File: src/design/stt_pkg.sv
`timescale 1ns / 1ps
package stt_pkg;

  localparam int NUM_SLOTS  = 16;
  localparam int TICK_WIDTH = 32;

  // Fixed field widths
  localparam int REQ_W    = 3;
  localparam int SLOT_W   = 4;
  localparam int PERIOD_W = 32;
  localparam int KIND_W   = 2;

  localparam int IDX_W  = (NUM_SLOTS > 1) ? $clog2(NUM_SLOTS) : 1;
  localparam int RANK_W = IDX_W;
  localparam int CNT_W  = $clog2(NUM_SLOTS + 1);

  // Overdue distances below this count as expired (half range, rounded down)
  localparam logic [TICK_WIDTH-1:0] EXPIRE_LIMIT = {1'b0, {(TICK_WIDTH-1){1'b1}}};

  localparam logic STAT_OK         = 1'b0;
  localparam logic STAT_NOT_ACTIVE = 1'b1;

  typedef enum logic [REQ_W-1:0] {
    REQ_INIT     = 3'd0,
    REQ_START    = 3'd1,
    REQ_STOP     = 3'd2,
    REQ_SET_PER  = 3'd3,
    REQ_ONESHOT  = 3'd4,
    REQ_PERIODIC = 3'd5,
    REQ_READ_PER = 3'd6,
    REQ_TICK     = 3'd7
  } req_e;

  typedef enum logic [KIND_W-1:0] {
    RESP_STATUS = 2'd0,
    RESP_EXPIRY = 2'd1,
    RESP_PERIOD = 2'd2
  } kind_e;

  typedef enum logic [1:0] {
    ST_IDLE,
    ST_SORT,
    ST_EMIT
  } state_t;

  typedef enum logic [1:0] {
    CELL_HOLD,
    CELL_LOAD,
    CELL_SORT,
    CELL_SHIFT
  } cell_mode_t;

  typedef enum logic [1:0] {
    UPD_NONE,
    UPD_DEACT,
    UPD_ARM
  } upd_op_t;

  // Sort key of one expiry candidate; larger key fires first
  typedef struct packed {
    logic                  valid;
    logic [TICK_WIDTH-1:0] od;
    logic [RANK_W-1:0]     rank;
    logic [IDX_W-1:0]      idx;
  } key_t;

  typedef struct packed {
    cell_mode_t mode;
    logic       phase;
  } cell_ctrl_t;

  typedef struct packed {
    logic [KIND_W-1:0]   kind;
    logic [SLOT_W-1:0]   slot;
    logic                status;
    logic [PERIOD_W-1:0] period;
    logic                last;
  } resp_t;

  function automatic logic key_gt(input key_t a, input key_t b);
    key_gt = {a.valid, a.od, a.rank} > {b.valid, b.od, b.rank};
  endfunction

endpackage

File: src/design/stt_cell.sv
`timescale 1ns / 1ps
module stt_cell (
  input  logic               clk,
  input  stt_pkg::cell_ctrl_t ctrl,
  input  logic               pos_odd,
  input  stt_pkg::key_t      load_key,
  input  stt_pkg::key_t      left_key,
  input  stt_pkg::key_t      right_key,
  output stt_pkg::key_t      key
);
  import stt_pkg::*;

  key_t key_q;
  logic left_of_pair;

  // In each phase a cell pairs with its right or its left neighbor
  assign left_of_pair = (pos_odd == ctrl.phase);

  always_ff @(posedge clk) begin
    case (ctrl.mode)
      CELL_LOAD:  key_q <= load_key;
      CELL_SORT: begin
        if (left_of_pair) begin
          key_q <= key_gt(right_key, key_q) ? right_key : key_q;
        end else begin
          key_q <= key_gt(left_key, key_q) ? key_q : left_key;
        end
      end
      CELL_SHIFT: key_q <= right_key;
      default:    key_q <= key_q;
    endcase
  end

  assign key = key_q;
endmodule

File: config.mk
export PLATFORM = sky130hd
export DESIGN_NAME = stt_cell
export DESIGN_NICKNAME = d
export VERILOG_FILES = /design/src/design/stt_pkg.sv /design/src/design/stt_cell.sv
export SDC_FILE = /design/constraint.sdc
export NUM_CORES = 1
export LEC_CHECK = 0
export ABC_AREA = 0
export BUFFER_PORTS_ARGS = -buffer_cell sky130_fd_sc_hd__buf_2
export CORE_MARGIN = 3
export CORE_UTILIZATION = 49
export CTS_BUF_LIST = sky130_fd_sc_hd__clkbuf_8 sky130_fd_sc_hd__clkbuf_16
export DETAILED_ROUTE_END_ITERATION = 10
export PLACE_DENSITY = 0.83
export SKIP_LAST_GASP = 1
export SYNTH_ARGS = -nofsm -noshare
export SYNTH_HDL_FRONTEND = slang
export SYNTH_SLANG_ARGS = --single-unit
File: constraint.sdc
create_clock -name clk -period 4.9 [get_ports clk]
set_input_delay 0.245 -clock clk [delete_from_list [all_inputs] [get_ports clk]]
set_output_delay 0.245 -clock clk [all_outputs]
set_load 0.02 [all_outputs]
==> results.cfg <==
[critical_path]
r2r-start = key[28]$_DFFE_PP_
start_kind = register
worstPathMaxFanout = 41
cp_data_required_time_ns = 4.83
cp.arrival_ns = 2.93
criticalPathCategory = register to register
end_kind = register
crit_start = key[28]$_DFFE_PP_

[layout]
syn2layout_area_growth_pct = 27.0
multi_input_area_sq_mm = 0.00240
nNetsFinal = 781
largest_register_ffs = 41
drive_gt1_share_pct = 31.3
diodes = 0
fillers = 637
register_area_sq_mm = 0.00123
fin_util_pct = 65.4

[power]
p_switching_w = 0.000451
seq_power_share_pct = 39.1
p_int_w = 0.000755
comb_power_share_pct = 43.3
powerDensity_mw_per_mm2 = 249
ir_drop_v = 0.000125
power.leakage_nw = 2.44
power_w = 0.00121
swShare_pct = 37.4
p_clk_share_pct = 17.6

[yosys]
ys_types = 31
yosysWarnings = 0
ys_ff_latch = 41
async_flop_share_pct = 0
synth.avg_cell_area_sq_um = 9.21
ys_seq_area_share_pct = 32.3
synth_fp_nets = 616
yosysTopAreaCellShare_pct = 32.3
syn_area_sq_mm = 0.00381
synth_top_area_cell = edfxtp_1
synth_ff_type = edfxtp_1
syn_inst = 414
synth-edff-count = 41
synthTopCellsByArea = edfxtp_1, ha_1, mux2i_1

[global_routing]
grtUsageMet2_pct = 41.5
met1_usage_pct = 27.5
grt_max_degree = 84
gr-usage-met3_pct = 2.88
grt.busiest_layer = met2
first_global_vias = 3671
grt_pass1_wl_mm = 16.2
overflow = 0
track_usage_pct = 22.6
antenna_found_initial = 0

[floorplan]
coreArea_sq_mm = 0.00741
io_pins = 169
fp-row-count = 31
start_util_pct = 51.5
die_width_um = 94.2
chipHeight_um = 94.2
die_area_sq_mm = 0.00888

[cts]
clk_latency_ns = 0.29
hold_buffers = 0
post-cts-setup-buffers = 0
clock-root-buffer = clkbuf_8
clock-sinks = 41
cts_buffers = 5
cts_htree_levels = 2
clock_path_buffers = 2
postCtsResizedCells = 0
cts_tree = yes
clkSlewWorstSetupHoldPaths_ns = 0.08

[detailed_routing]
drtPass1Iterations = 7
wire_per_inst_um = 15.1
drtIter0Drc = 135
drc = 0
routed_wl_mm = 10.3
final_antenna_net_count = 0
num_vias = 3692
viasPerCell = 5.45

[placed_design]
place_congestion = 0.846
dp_hpwl_mm = 8.38
port_buffers = 168

[timing]
finalClockSkew_ns = 0.00517
hold_viol = 0
min_period_ns = 2.99
fin_crit_sh_pct = 61.1
max_freq_mhz = 334
tns_ns = 0
slew_headroom_pct = 48.0
worst_slew_pin_slew_ns = 0.780
rsz0062_at_grt = false
slew_violations = 0
setup_viol_count_final = 0

[job]
cap_violations = 0

[min_path]
hold_class = input port to register
min-delay-start = load_key[28]

[status]
status = finished clean
synth_stat cells, types with 3 or more instances:
cell,number
o21ai_0,6
o21ai_1,3
nor2_1,50
a21oi_1,71
nand2_1,22
inv_1,38
clkbuf_1,8
nand3_1,11
a21o_1,7
edfxtp_1,41
buf_2,4
mux2i_1,41
nor4_1,4
ha_1,74
nand4_1,11
a211oi_1,4
cell families after synthesis:
| kind of cell | after synthesis | synth area share [%] |
|---|---|---|
| AO/OA/AOI/OAI | 99 | 14.6 |
| XOR/XNOR | 1 | 0.230 |
| adder cells (fa/ha/maj) | 74 | 24.3 |
| buffers and inverters | 51 | 5.15 |
| flip-flops | 41 | 32.3 |
| multiplexers | 41 | 10.8 |
| AND/OR/NAND/NOR | 107 | 12.7 |
worst max-delay path, stage by stage (launching register included):
cell      delay, ns
edfxtp_1       0.40
inv_1          0.10
ha_1           0.26
a21oi_2        0.12
o21ai_1        0.10
nor4b_1        0.15
or4_1          0.54
a21oi_1        0.13
a21oi_1        0.11
a311oi_4       0.21
buf_4          0.51
final timing paths:
| check | to | slack, ns | cells after the start |
|---|---|---|---|
| worst max-delay path | key[32]$_DFFE_PP_ | 1.91 | 10 |
| worst min-delay path | key[28]$_DFFE_PP_ | 0.27 | 3 |
| worst max register to register | key[32]$_DFFE_PP_ | 1.91 | 10 |
| worst min register to register | key[13]$_DFFE_PP_ | 1.62 | 7 |
cell usage in the layout (no fill, tap or decap):
master       n
buf_2      168
a311oi_4     1
nand3b_1     1
o311ai_1     1
o21ai_0      6
edfxtp_1    41
xnor2_1      1
and3_1       1
ha_1        74
a21o_1       7
o211ai_1     2
nand2_1     22
mux2i_1     41
nor4_1       4
nand4_2      1
nor2b_1      2
nor2_4       1
a2111oi_0    1
nand4_1     11
a211oi_1     4
clkinv_1     1
inv_1       39
nor4b_1      1
clkbuf_8     5
nor2_1      49
nand3_1     11
o21ai_1      3
a311oi_1     1
or4_1        1
nor3_1       2
a21oi_2      2
buf_4        3
a21oi_1     71
power by group through the flow:
| stage | clock [W] | combinational (W) | sequential, W |
|---|---|---|---|
| 6_report | 0.000212 | 0.000522 | 0.000472 |
| 2_1_floorplan | 0 | 0.000273 | 0.000539 |
| 5_1_grt | 0.000232 | 0.000588 | 0.000477 |
| 4_1_cts | 0.000220 | 0.000525 | 0.000472 |
| 3_5_place_dp | 0 | 0.000522 | 0.000480 |
| 3_3_place_gp | 0 | 0.000502 | 0.000478 |
through the flow:
stage / std cells / worst slack (ns) / instance area (sq um) / hold WS, ns
final: 678 / 1.91 / 4840 / 0.271
after global routing: 678 / 1.71 / 4840 / 0.272
after CTS: 678 / 1.87 / 4840 / 0.259
after detailed placement: 671 / 1.89 / 4770 / 0.569
after global placement: 671 / 1.90 / 4770 / 0.563
after floorplan: 414 / 0.832 / 3810 / 0.471
cell type report:
type,count,area share (%)
sequential,41,25.4
clock inverter,2,0.155
multi-input combinational,322,49.7
timing repair buffer,171,17.8
clock buffer,5,1.42
inverter,38,2.95
tap,99,2.56
per-layer routing:
layer | up-vias | routed length [um]
met5 | - | 0
met4 | 0 | 152
met3 | 14 | 559
met2 | 128 | 5250
met1 | 1697 | 4300
li1 | 1853 | -
Note: power is estimated with default switching activity, not from simulation.
